$ cat src/rtl/core/rbf_pkg.sv
// Shared types, codes and defaults of the request batch former.
package rbf_pkg;

    // Defaults of the top-level parameters
    localparam int QUEUE_DEPTH_DEF = 16;
    localparam int MAX_LANES_DEF   = 16;
    localparam int STAMP_BITS_DEF  = 32;

    // Command queue between the front and the back end
    localparam int CMDQ_DEPTH = 2;
    localparam int CMDQ_AW    = $clog2(CMDQ_DEPTH);
    localparam int CMDQ_CW    = $clog2(CMDQ_DEPTH + 1);

    // Stream widths
    localparam int S_TDATA_W = 32;
    localparam int S_TUSER_W = 2;
    localparam int M_TDATA_W = 88;
    localparam int M_TUSER_W = 3;
    localparam int CFG_IDX_W = 2;
    localparam int CFG_DAT_W = 20;

    // Command codes
    localparam logic [1:0] CMD_ENQ  = 2'd0;
    localparam logic [1:0] CMD_TICK = 2'd1;
    localparam logic [1:0] CMD_PASS = 2'd2;
    localparam logic [1:0] CMD_NONE = 2'd3;

    // Result kinds
    localparam logic [2:0] KIND_QUEUED  = 3'd0;
    localparam logic [2:0] KIND_FULL    = 3'd1;
    localparam logic [2:0] KIND_ZERO    = 3'd2;
    localparam logic [2:0] KIND_TIMEOUT = 3'd3;
    localparam logic [2:0] KIND_TAKEN   = 3'd4;
    localparam logic [2:0] KIND_SENT    = 3'd5;

    // Configuration register indexes
    localparam logic [CFG_IDX_W-1:0] REG_MAX_BATCH = 2'd0;
    localparam logic [CFG_IDX_W-1:0] REG_TIMEOUT   = 2'd1;
    localparam logic [CFG_IDX_W-1:0] REG_INTERVAL  = 2'd2;
    localparam logic [CFG_IDX_W-1:0] REG_LANES     = 2'd3;

    typedef struct packed {
        logic [1:0]  op;
        logic [15:0] size;
        logic [15:0] tag;
    } cmd_t;

    typedef struct packed {
        logic [15:0] max_batch_size;
        logic [19:0] queue_timeout;
        logic [19:0] batching_interval;
        logic [4:0]  lane_count;
    } cfg_t;

    typedef struct packed {
        logic [2:0]  kind;
        logic [15:0] tag;
        logic [3:0]  lane;
        logic [15:0] batch_total;
        logic [15:0] batch_members;
        logic [31:0] batch_start;
        logic        was_full;
        logic        last;
    } result_t;

    // Result about a single request: batch fields zero
    function automatic result_t note(input logic [2:0] kind, input logic [15:0] tag);
        result_t r;
        r      = '0;
        r.kind = kind;
        r.tag  = tag;
        return r;
    endfunction

endpackage

$ cat src/rtl/core/rbf_ram.sv
// Generic single-write, single-read RAM with registered read data.
module rbf_ram #(
    parameter int WIDTH = 8,
    parameter int DEPTH = 16,
    localparam int AW   = (DEPTH > 1) ? $clog2(DEPTH) : 1
) (
    input  logic             aclk,
    input  logic             we,
    input  logic [AW-1:0]    waddr,
    input  logic [WIDTH-1:0] wdata,
    input  logic             re,
    input  logic [AW-1:0]    raddr,
    output logic [WIDTH-1:0] rdata
);

    logic [WIDTH-1:0] mem [DEPTH];
    logic [WIDTH-1:0] rdata_reg;

    always_ff @(posedge aclk) begin
        if (we) begin
            mem[waddr] <= wdata;
        end
        if (re) begin
            rdata_reg <= mem[raddr];
        end
    end

    assign rdata = rdata_reg;

endmodule

$ cat src/rtl/core/rbf_front.sv
// Front end: accepts input beats, drops unknown commands, queues the rest.
module rbf_front import rbf_pkg::*; (
    input  logic                 aclk,
    input  logic                 aresetn,
    input  logic                 s_tvalid,
    output logic                 s_tready,
    input  logic [S_TDATA_W-1:0] s_tdata,   // request_size, request_tag
    input  logic [S_TUSER_W-1:0] s_tuser,   // command
    output logic                 cmd_valid,
    output cmd_t                 cmd,
    input  logic                 cmd_pop
);

    cmd_t               cmdq_reg [CMDQ_DEPTH];
    logic [CMDQ_AW-1:0] wr_ptr_reg, wr_ptr_next;
    logic [CMDQ_AW-1:0] rd_ptr_reg, rd_ptr_next;
    logic [CMDQ_CW-1:0] count_reg, count_next;
    logic               push;
    logic               pop;
    cmd_t               in_cmd;

    assign s_tready  = (count_reg != CMDQ_CW'(CMDQ_DEPTH));
    assign cmd_valid = (count_reg != '0);
    assign cmd       = cmdq_reg[rd_ptr_reg];

    always_comb begin
        in_cmd.op   = s_tuser;
        in_cmd.size = s_tdata[15:0];
        in_cmd.tag  = s_tdata[31:16];
        // unknown commands leave no trace
        push        = s_tvalid && s_tready && (s_tuser != CMD_NONE);
        pop         = cmd_pop && cmd_valid;
        wr_ptr_next = push ? wr_ptr_reg + 1'b1 : wr_ptr_reg;
        rd_ptr_next = pop ? rd_ptr_reg + 1'b1 : rd_ptr_reg;
        count_next  = count_reg + CMDQ_CW'(push) - CMDQ_CW'(pop);
    end

    always_ff @(posedge aclk) begin
        if (!aresetn) begin
            wr_ptr_reg <= '0;
            rd_ptr_reg <= '0;
            count_reg  <= '0;
        end else begin
            wr_ptr_reg <= wr_ptr_next;
            rd_ptr_reg <= rd_ptr_next;
            count_reg  <= count_next;
        end
        if (push) begin
            cmdq_reg[wr_ptr_reg] <= in_cmd;
        end
    end

endmodule

$ cat src/rtl/core/rbf_engine.sv
// Back end: pending FIFO, batch forming sequencer and result register.
module rbf_engine import rbf_pkg::*; #(
    parameter int QUEUE_DEPTH = QUEUE_DEPTH_DEF,
    parameter int MAX_LANES   = MAX_LANES_DEF,
    parameter int STAMP_BITS  = STAMP_BITS_DEF
) (
    input  logic    aclk,
    input  logic    aresetn,
    input  cfg_t    cfg,
    input  logic    cmd_valid,
    input  cmd_t    cmd,
    output logic    cmd_pop,
    output logic    out_valid,
    output result_t out_res,
    input  logic    out_ready
);

    localparam int IDX_W  = $clog2(QUEUE_DEPTH);
    localparam int OCC_W  = $clog2(QUEUE_DEPTH + 1);
    localparam int LANE_W = (MAX_LANES > 1) ? $clog2(MAX_LANES) : 1;
    localparam int ENT_W  = 32 + STAMP_BITS;
    localparam int CMP_W  = (STAMP_BITS > 20) ? STAMP_BITS : 20;

    typedef enum logic [2:0] {S_IDLE, S_READ, S_EVAL, S_FINAL, S_FLUSH} state_t;

    state_t                state_reg, state_next;
    logic [IDX_W-1:0]      head_reg, head_next;
    logic [IDX_W-1:0]      tail_reg, tail_next;
    logic [OCC_W-1:0]      occ_reg, occ_next;
    logic [STAMP_BITS-1:0] now_reg, now_next;
    logic [15:0]           open_total_reg, open_total_next;
    logic [15:0]           open_members_reg, open_members_next;
    logic                  open_started_reg, open_started_next;
    logic [STAMP_BITS-1:0] open_stamp_reg, open_stamp_next;
    logic [LANE_W-1:0]     next_lane_reg, next_lane_next;
    logic                  full_reg, full_next;
    logic                  hold_valid_reg, hold_valid_next;
    result_t               hold_reg, hold_next;
    logic                  out_valid_reg, out_valid_next;
    result_t               out_res_reg, out_res_next;

    logic                  ram_we;
    logic                  ram_re;
    logic [ENT_W-1:0]      ram_wdata;
    logic [ENT_W-1:0]      ram_rdata;
    logic [15:0]           ent_size;
    logic [15:0]           ent_tag;
    logic [STAMP_BITS-1:0] ent_stamp;

    logic                  out_free;
    logic                  can_emit;
    logic                  emit_req;
    result_t               emit_res;
    logic                  out_push;
    result_t               push_res;

    logic [STAMP_BITS-1:0] age;
    logic [STAMP_BITS-1:0] batch_age;
    logic                  timed_out;
    logic                  interval_up;
    logic [16:0]           grown_total;
    logic                  overflows;
    logic [6:0]            lane_cnt;
    logic [6:0]            lane_sel;
    logic [6:0]            lane_inc;
    logic [63:0]           stamp_ext;

    rbf_ram #(
        .WIDTH(ENT_W),
        .DEPTH(QUEUE_DEPTH)
    ) u_pending (
        .aclk (aclk),
        .we   (ram_we),
        .waddr(tail_reg),
        .wdata(ram_wdata),
        .re   (ram_re),
        .raddr(head_reg),
        .rdata(ram_rdata)
    );

    assign ram_wdata = {now_reg, cmd.tag, cmd.size};
    assign ent_size  = ram_rdata[15:0];
    assign ent_tag   = ram_rdata[31:16];
    assign ent_stamp = ram_rdata[ENT_W-1:32];

    assign out_free  = !out_valid_reg || out_ready;
    assign can_emit  = !hold_valid_reg || out_free;

    always_comb begin
        age         = now_reg - ent_stamp;
        batch_age   = now_reg - open_stamp_reg;
        timed_out   = CMP_W'(age) >= CMP_W'(cfg.queue_timeout);
        interval_up = CMP_W'(batch_age) >= CMP_W'(cfg.batching_interval);
        grown_total = {1'b0, open_total_reg} + {1'b0, ent_size};
        overflows   = (open_total_reg != '0) && (grown_total > {1'b0, cfg.max_batch_size});
        // effective lane count: zero counts as one, clip at the lane limit
        if (cfg.lane_count == '0) begin
            lane_cnt = 7'd1;
        end else if (7'(cfg.lane_count) > 7'(MAX_LANES)) begin
            lane_cnt = 7'(MAX_LANES);
        end else begin
            lane_cnt = 7'(cfg.lane_count);
        end
        lane_sel  = (7'(next_lane_reg) < lane_cnt) ? 7'(next_lane_reg) : 7'd0;
        lane_inc  = (lane_sel + 7'd1 >= lane_cnt) ? 7'd0 : lane_sel + 7'd1;
        stamp_ext = 64'(open_stamp_reg);
    end

    always_comb begin
        state_next        = state_reg;
        head_next         = head_reg;
        tail_next         = tail_reg;
        occ_next          = occ_reg;
        now_next          = now_reg;
        open_total_next   = open_total_reg;
        open_members_next = open_members_reg;
        open_started_next = open_started_reg;
        open_stamp_next   = open_stamp_reg;
        next_lane_next    = next_lane_reg;
        full_next         = full_reg;
        hold_valid_next   = hold_valid_reg;
        hold_next         = hold_reg;
        out_valid_next    = out_valid_reg;
        out_res_next      = out_res_reg;
        cmd_pop           = 1'b0;
        ram_we            = 1'b0;
        ram_re            = 1'b0;
        emit_req          = 1'b0;
        emit_res          = '0;
        out_push          = 1'b0;
        push_res          = hold_reg;

        case (state_reg)
            S_IDLE: begin
                if (cmd_valid) begin
                    cmd_pop = 1'b1;
                    case (cmd.op)
                        CMD_ENQ: begin
                            emit_req   = 1'b1;
                            state_next = S_FLUSH;
                            if (cmd.size == '0) begin
                                emit_res = note(KIND_ZERO, cmd.tag);
                            end else if (occ_reg == OCC_W'(QUEUE_DEPTH)) begin
                                emit_res = note(KIND_FULL, cmd.tag);
                            end else begin
                                ram_we    = 1'b1;
                                tail_next = (tail_reg == IDX_W'(QUEUE_DEPTH - 1)) ?
                                            '0 : tail_reg + 1'b1;
                                occ_next  = occ_reg + 1'b1;
                                emit_res  = note(KIND_QUEUED, cmd.tag);
                            end
                        end
                        CMD_TICK: begin
                            now_next = now_reg + 1'b1;
                        end
                        CMD_PASS: begin
                            state_next = S_READ;
                        end
                        default: begin
                        end
                    endcase
                end
            end
            S_READ: begin
                if (occ_reg == '0) begin
                    state_next = S_FINAL;
                end else begin
                    ram_re     = 1'b1;
                    state_next = S_EVAL;
                end
            end
            S_EVAL: begin
                if (timed_out) begin
                    if (can_emit) begin
                        emit_req   = 1'b1;
                        emit_res   = note(KIND_TIMEOUT, ent_tag);
                        head_next  = (head_reg == IDX_W'(QUEUE_DEPTH - 1)) ?
                                     '0 : head_reg + 1'b1;
                        occ_next   = occ_reg - 1'b1;
                        state_next = S_READ;
                    end
                end else if (overflows) begin
                    // the open batch already holds something, so it has started
                    full_next  = 1'b1;
                    state_next = S_FINAL;
                end else if (can_emit) begin
                    emit_req        = 1'b1;
                    emit_res        = note(KIND_TAKEN, ent_tag);
                    open_total_next = grown_total[15:0];
                    if (open_members_reg != 16'hFFFF) begin
                        open_members_next = open_members_reg + 1'b1;
                    end
                    if (!open_started_reg) begin
                        open_started_next = 1'b1;
                        open_stamp_next   = ent_stamp;
                    end
                    head_next  = (head_reg == IDX_W'(QUEUE_DEPTH - 1)) ?
                                 '0 : head_reg + 1'b1;
                    occ_next   = occ_reg - 1'b1;
                    state_next = S_READ;
                end
            end
            S_FINAL: begin
                if (full_reg || (open_started_reg && interval_up)) begin
                    if (can_emit) begin
                        emit_req               = 1'b1;
                        emit_res               = '0;
                        emit_res.kind          = KIND_SENT;
                        emit_res.lane          = lane_sel[3:0];
                        emit_res.batch_total   = open_total_reg;
                        emit_res.batch_members = open_members_reg;
                        emit_res.batch_start   = stamp_ext[31:0];
                        emit_res.was_full      = full_reg;
                        next_lane_next         = LANE_W'(lane_inc);
                        open_total_next        = '0;
                        open_members_next      = '0;
                        open_started_next      = 1'b0;
                        open_stamp_next        = '0;
                        full_next              = 1'b0;
                        state_next             = S_FLUSH;
                    end
                end else begin
                    state_next = S_FLUSH;
                end
            end
            S_FLUSH: begin
                // release the held result as the last one of this command
                if (!hold_valid_reg) begin
                    state_next = S_IDLE;
                end else if (out_free) begin
                    out_push        = 1'b1;
                    push_res        = hold_reg;
                    push_res.last   = 1'b1;
                    hold_valid_next = 1'b0;
                    state_next      = S_IDLE;
                end
            end
            default: begin
                state_next = S_IDLE;
            end
        endcase

        // a new result pushes the held one out, which then cannot be the last
        if (emit_req) begin
            if (hold_valid_reg) begin
                out_push      = 1'b1;
                push_res      = hold_reg;
                push_res.last = 1'b0;
            end
            hold_valid_next = 1'b1;
            hold_next       = emit_res;
        end

        if (out_push) begin
            out_valid_next = 1'b1;
            out_res_next   = push_res;
        end else if (out_ready) begin
            out_valid_next = 1'b0;
        end
    end

    always_ff @(posedge aclk) begin
        if (!aresetn) begin
            state_reg        <= S_IDLE;
            head_reg         <= '0;
            tail_reg         <= '0;
            occ_reg          <= '0;
            now_reg          <= '0;
            open_total_reg   <= '0;
            open_members_reg <= '0;
            open_started_reg <= 1'b0;
            open_stamp_reg   <= '0;
            next_lane_reg    <= '0;
            full_reg         <= 1'b0;
            hold_valid_reg   <= 1'b0;
            out_valid_reg    <= 1'b0;
        end else begin
            state_reg        <= state_next;
            head_reg         <= head_next;
            tail_reg         <= tail_next;
            occ_reg          <= occ_next;
            now_reg          <= now_next;
            open_total_reg   <= open_total_next;
            open_members_reg <= open_members_next;
            open_started_reg <= open_started_next;
            open_stamp_reg   <= open_stamp_next;
            next_lane_reg    <= next_lane_next;
            full_reg         <= full_next;
            hold_valid_reg   <= hold_valid_next;
            out_valid_reg    <= out_valid_next;
        end
        hold_reg    <= hold_next;
        out_res_reg <= out_res_next;
    end

    assign out_valid = out_valid_reg;
    assign out_res   = out_res_reg;

    a_occ_bound: assert property (@(posedge aclk) disable iff (!aresetn)
        occ_reg <= OCC_W'(QUEUE_DEPTH))
        else $error("pending occupancy above queue depth");

    a_idle_no_hold: assert property (@(posedge aclk) disable iff (!aresetn)
        state_reg == S_IDLE |-> !hold_valid_reg)
        else $error("result still held while idle");

    a_read_nonempty: assert property (@(posedge aclk) disable iff (!aresetn)
        ram_re |-> occ_reg != '0)
        else $error("pending entry read from an empty queue");

    a_sent_closes: assert property (@(posedge aclk) disable iff (!aresetn)
        emit_req && emit_res.kind == KIND_SENT |=> !open_started_reg && open_total_reg == '0)
        else $error("batch still open after it was sent");

endmodule

$ cat src/rtl/core/request_batch_former.sv
// Top level of the request batch former: ports, configuration and packing.
//
// The block gathers requests into batches. Each input beat carries a command
// in s_tuser: enqueue a request (size, tag) into the pending FIFO, advance the
// tick counter by one, or run one forming pass. An enqueue answers with one
// result beat: queued, refused because the FIFO is full, or refused because
// the size is zero. A pass drops head entries that have waited at least
// queue_timeout ticks, takes entries into the open batch while they fit under
// max_batch_size (the first one always fits), and sends the batch to the next
// lane in round robin when the next entry does not fit or batching_interval
// ticks have gone by since its first entry. Each of these events is one
// result beat; m_tlast marks the final beat caused by one command, and a pass
// with nothing to do gives no beat at all. After a flush because the batch
// was full, send another pass to carry on. Steps: a tick is handled in the
// idle state, and an enqueue releases its result in the flush state; a pass
// reads each entry it drops or takes from the pending memory, whose read is
// registered, and judges it in the evaluate state, then ends in the final
// and flush states, waiting wherever m_tready holds results back. The front
// end queues two commands while a pass runs, and a one-beat output register lets
// the back end carry on while a result beat waits for m_tready. Write the
// configuration registers only while the block is idle; their indexes are
// 0 max_batch_size, 1 queue_timeout, 2 batching_interval, 3 lane_count.
module request_batch_former import rbf_pkg::*; #(
    parameter int QUEUE_DEPTH = QUEUE_DEPTH_DEF,
    parameter int MAX_LANES   = MAX_LANES_DEF,
    parameter int STAMP_BITS  = STAMP_BITS_DEF
) (
    input  logic                 aclk,
    input  logic                 aresetn,
    // configuration write port
    input  logic                 cfg_we,
    input  logic [CFG_IDX_W-1:0] cfg_index,
    input  logic [CFG_DAT_W-1:0] cfg_wdata,
    // command beats
    input  logic                 s_tvalid,
    output logic                 s_tready,
    input  logic [S_TDATA_W-1:0] s_tdata,   // request_size[15:0], request_tag[31:16]
    input  logic [S_TUSER_W-1:0] s_tuser,   // command[1:0]
    // result beats
    output logic                 m_tvalid,
    input  logic                 m_tready,
    output logic [M_TDATA_W-1:0] m_tdata,   // tag[15:0], lane[19:16],
                                            // batch_total[35:20], batch_members[51:36],
                                            // batch_start[83:52], was_full[84], zero above
    output logic [M_TUSER_W-1:0] m_tuser,   // kind[2:0]
    output logic                 m_tlast
);

    cfg_t    cfg_reg;
    logic    cmd_valid;
    cmd_t    cmd;
    logic    cmd_pop;
    result_t res;

    // Hold the configuration; a write masks the value to the register's width
    always_ff @(posedge aclk) begin
        if (!aresetn) begin
            cfg_reg.max_batch_size    <= 16'd256;
            cfg_reg.queue_timeout     <= 20'd100;
            cfg_reg.batching_interval <= 20'd2;
            cfg_reg.lane_count        <= 5'd1;
        end else if (cfg_we) begin
            case (cfg_index)
                REG_MAX_BATCH: cfg_reg.max_batch_size    <= cfg_wdata[15:0];
                REG_TIMEOUT:   cfg_reg.queue_timeout     <= cfg_wdata;
                REG_INTERVAL:  cfg_reg.batching_interval <= cfg_wdata;
                REG_LANES:     cfg_reg.lane_count        <= cfg_wdata[4:0];
                default: begin
                end
            endcase
        end
    end

    rbf_front u_front (
        .aclk     (aclk),
        .aresetn  (aresetn),
        .s_tvalid (s_tvalid),
        .s_tready (s_tready),
        .s_tdata  (s_tdata),
        .s_tuser  (s_tuser),
        .cmd_valid(cmd_valid),
        .cmd      (cmd),
        .cmd_pop  (cmd_pop)
    );

    rbf_engine #(
        .QUEUE_DEPTH(QUEUE_DEPTH),
        .MAX_LANES  (MAX_LANES),
        .STAMP_BITS (STAMP_BITS)
    ) u_engine (
        .aclk     (aclk),
        .aresetn  (aresetn),
        .cfg      (cfg_reg),
        .cmd_valid(cmd_valid),
        .cmd      (cmd),
        .cmd_pop  (cmd_pop),
        .out_valid(m_tvalid),
        .out_res  (res),
        .out_ready(m_tready)
    );

    // Pack the result beat
    assign m_tdata = {3'b000, res.was_full, res.batch_start, res.batch_members,
                      res.batch_total, res.lane, res.tag};
    assign m_tuser = res.kind;
    assign m_tlast = res.last;

endmodule

$ cat config.mk
export PLATFORM = sky130hd
export DESIGN_NAME = request_batch_former
export DESIGN_NICKNAME = d
export VERILOG_FILES = /design/src/rtl/core/rbf_pkg.sv /design/src/rtl/core/rbf_ram.sv /design/src/rtl/core/rbf_front.sv /design/src/rtl/core/rbf_engine.sv /design/src/rtl/core/request_batch_former.sv
export SDC_FILE = /design/constraint.sdc
export NUM_CORES = 2
export LEC_CHECK = 0
export BUFFER_PORTS_ARGS = -buffer_cell sky130_fd_sc_hd__buf_2
export CAP_MARGIN = 20
export CORE_MARGIN = 8
export CORE_UTILIZATION = 40
export DETAILED_ROUTE_END_ITERATION = 10
export GPL_TIMING_DRIVEN = 0
export HOLD_SLACK_MARGIN = 0.03
export SLEW_MARGIN = 20
export SYNTH_ARGS = -nofsm -noshare
export SYNTH_HDL_FRONTEND = slang
export SYNTH_SLANG_ARGS = --single-unit
$ cat constraint.sdc
create_clock -name aclk -period 8.1 [get_ports aclk]
set_input_delay 0 -clock aclk [delete_from_list [all_inputs] [get_ports aclk]]
set_output_delay 0 -clock aclk [all_outputs]
set_load 0.01 [all_outputs]
==> summary.txt <==
STA
  – Clock skew: 0.0312 ns
  – Hold Vio Cnt, Final: 0
  – Final Worst Setup Slack: 1.03 ns
  – Headroom to the max-slew limit: 25.3%
  – RSZ-0062 raised after global routing: no
  – Post-route fraction of the period consumed by the critical path: 87.2%
  – Worst hold-check slack: 0.0729 ns
  – Final count of negative-setup-slack endpoints: 0
  – Slew at the pin closest to its max-slew limit: 1.12 ns
  – Slew Limit Fails: 0
  – Highest clock frequency the design can meet: 142 MHz
  – Period minus WS final: approximately 7.1 ns

Synth
  – Syn avg cell area: 17.2 sq um
  – Instance count of the mapped netlist: 3,634
  – Most common library cells after synthesis: edfxtp_1 (1,333), mux4_2 (320), nand2_1 (222)
  – Seq cells post-synth: 1,519
  – Cell with the most instances after synthesis: edfxtp_1
  – Seq/Total Area, Yosys: 69.9%
  – Predominant post-synthesis flop cell: edfxtp_1
  – Ys async rst share: 0%
  – Number of enable-type register cells in the synthesized netlist: 1,333
  – Number of warnings issued by yosys: 0
  – Library cell occupying the most area in the post-synthesis netlist: edfxtp_1
  – Post-synth cell types: 104
  – Cell types occupying the most area after synthesis: edfxtp_1 (64%), mux4_2 (12%), dfxtp_1 (6.0%)
  – Area share of the largest cell type after synthesis: 64.0%
  – Netlist area before placement: between 60,000 and 70,000 sq um

Power and ir drop
  – Overall Power: approximately 0.017 W
  – Worst-case vdd ir drop: 0.235 mV
  – Power per unit of standard cell area: 237 nW/um^2
  – Leakage Power: 24.7 nW

Route
  – Highest layer used for signal routing: met4
  – Post-route DRC violation count: 0
  – Number of DRC markers in iteration 0: between 3,000 and 4,000
  – Met3 Wirelength: 10,100 microns
  – Met2 Wirelength: 76,100 microns
  – M1 WL: roughly 70,000 microns
  – Routed vias: 34,700
  – Avg Vias per Cell: 5.48
  – Post-detailed-route wirelength per cell: approximately 25 microns
  – Iteration count of the initial detailed-routing pass: 5
  – Antenna Violating Nets Remaining: 0
  – Total wire length after detailed routing: 160,000 microns

Setup path
  – Worst R2R Path Depth: 25
  – Worst reg2reg setup slack: 1.03 ns
  – Worst r2r dst: u_engine.hold_reg[12]$_DFFE_PP_
  – Data arrival time of the critical path: 7.55 ns
  – Category of the most critical setup path: flop to flop
  – Reg-to-reg critical path startpoint: u_engine.now_reg[0]$_SDFFE_PN0P_
  – Peak per-stage delay on the critical path: 0.88 ns
  – Endpoint class of the critical path: flop
  – Slowest cell on the critical path: dfxtp_1
  – Critical path fanouts, max: 46
  – Data required, critical path: ~8.6 ns
  – Critical Path Source Type: flop

Clocking
  – Count of H-tree levels built during CTS: 4
  – Number of buffers added by the clock tree synthesis step: 156
  – Number of buffers added for setup after CTS: 0
  – Clock tree from TritonCTS: built
  – Maximum root-to-sink buffer count: 3
  – Clk Latency, worst-skew pair: 0.79 ns
  – Root cell of the clock tree: clkbuf_16
  – Register clock-pin slew on the reported worst setup and hold paths: approximately 0.06 ns
  – Clk sinks: roughly 1,500
  – Quantity of hold-fixing buffers added after cts: 104
  – Post-CTS sizing: 0

Layout
  – Post-Layout Inst Area: 73,800 sq um
  – Register Area: 43,800 sq um
  – Fill cell count: 13,000
  – Post-layout net count: 4,379
  – Layout cell share with drive strength beyond 1: between 20 and 25%
  – Area occupied by multi-input gates: 17,700 sq um
  – Flip-flop count of the largest register, all copies and words added: 1,024
  – Area growth from synthesis to layout: 18.0%

Die
  – Row count: 145
  – Vertical die dimension: 411 microns
  – Area of the die: approximately 170,000 sq um
  – Std-Cell Core Area: 156,000 sq um
  – Top-Level Pins: 155
  – Initial core utilization: 40.1%
  – Die extent in x: between 400 and 500 microns

Worst hold path
  – Endpoint with the worst hold slack: cfg_reg[26]$_SDFFE_PN0P_
  – Worst min-delay path category: input pin to flop
  – Number of stages on the worst hold path: 4
  – Startpoint of the tightest hold check path: cfg_wdata[1]

Global routing
  – Vias in the first global route: around 35,000
  – Antenna violations before repair: 4
  – Pin count of the biggest net entering global routing: 47
  – Overall routing resource usage: a little under a fifth
  – Total global routing overflow: 0
  – Global-route wire length before repair: 234,000 microns

Outcome
  – Result of the run: completed

Placement
  – Placed cell areas: 67,800 sq um
  – Total half-perimeter wirelength after legalization and detailed placement: 112,000 microns
  – Place WS: 0.953 ns
  – Port Buffer Count: 150
  – RD Place Congestion: 0.871

Flow run
  – Number of max-cap violations: 0
worst max-delay path: cells and delay by family (launching register included):
family,cells,cell delay [ns]
xor gates and xnor gates,1,0.42
adders and majority gates,2,0.62
buffers and inverters,5,1.30
AOI/OAI and AO/OA,10,1.84
and+or+nand+nor,7,1.62
DFF,1,0.88
per-layer routing:
metal,up-vias,global-route usage (%)
met3,208,3.00
met5,-,0
met2,1162,30.4
li1,15400,-
met4,0,4.96
met1,18000,26.0
cells in the final DEF, fill, tap and decap left out, drive strengths merged, types with 21 or more instances in the layout:
master,netlist,routed
ha,155,155
and3,56,56
nor2,170,170
nor3,46,46
mux4,320,320
dlygate4sd3,0,104
nand4,42,42
a21o,38,38
nand3,39,39
clkbuf,107,320
a22o,64,64
o21ai,72,72
o21a,21,21
edfxtp,1333,1333
dfxtp,186,186
buf,61,316
inv,140,147
a21oi,151,151
nor4,21,21
xor2,51,51
xnor2,64,64
mux2,33,33
clkinv,0,45
nand2,223,223
through the flow:
stage | std cells | TNS, ns | utilization (%)
floorplan | 3636 | 0 | -
global placement | 5844 | -4152.01 | 42.3
detailed placement | 5955 | 0 | 43.5
CTS | 6333 | 0 | 47.3
global route | 6333 | 0 | 47.4
finish | 6335 | 0 | 47.4
power breakdown:
part	leakage, nW	switching [W]	internal, W	total, W
Sequential	13.6	0.0000968	0.00900	0.00910
Combinational	8.64	0.000866	0.000524	0.00139
Clock	2.38	0.00297	0.00400	0.00697
Total	24.7	0.00393	0.0135	0.0175
final cells by class:
cell class,count,share of cell area [%]
Multi-Input combinational cell,1809,23.9
Antenna cell,2,0.00678
Tap cell,2058,3.49
Sequential cell,1519,59.3
Clock buffer,207,5.73
Buffer,168,1.07
Clock inverter,67,0.939
Timing Repair Buffer,365,4.83
Inverter,140,0.712
cell families (layout without fill, tap and decap cells):
kind of cell / count (synthesis) / in the layout / share of synthesized area [%]
compound gates: 463 / 463 / 5.08
simple gates: 699 / 699 / 5.69
fa+ha+maj: 159 / 159 / 3.23
other cells: 1 / 5 / 0.00599
xor+xnor: 115 / 115 / 1.62
flops: 1519 / 1519 / 69.9
mux: 370 / 370 / 12.4
buf+inv: 308 / 947 / 2.06
worst max path at each step:
stage                                startpoint                                      end  cells past startpoint
2_1_floorplan                              flop   u_engine.u_pending.mem[3][0]$_DFFE_PP_                     10
3_3_place_gp                               flop  u_engine.u_pending.mem[1][36]$_DFFE_PP_                     10
3_5_place_dp   u_engine.now_reg[1]$_SDFFE_PN0P_          u_engine.hold_reg[22]$_DFFE_PP_                     24
4_1_cts        u_engine.now_reg[1]$_SDFFE_PN0P_          u_engine.hold_reg[10]$_DFFE_PP_                     24
5_1_grt        u_engine.now_reg[0]$_SDFFE_PN0P_          u_engine.hold_reg[11]$_DFFE_PP_                     25
6_report       u_engine.now_reg[0]$_SDFFE_PN0P_          u_engine.hold_reg[12]$_DFFE_PP_                     25
Note: power is estimated with default switching activity, not from simulation.
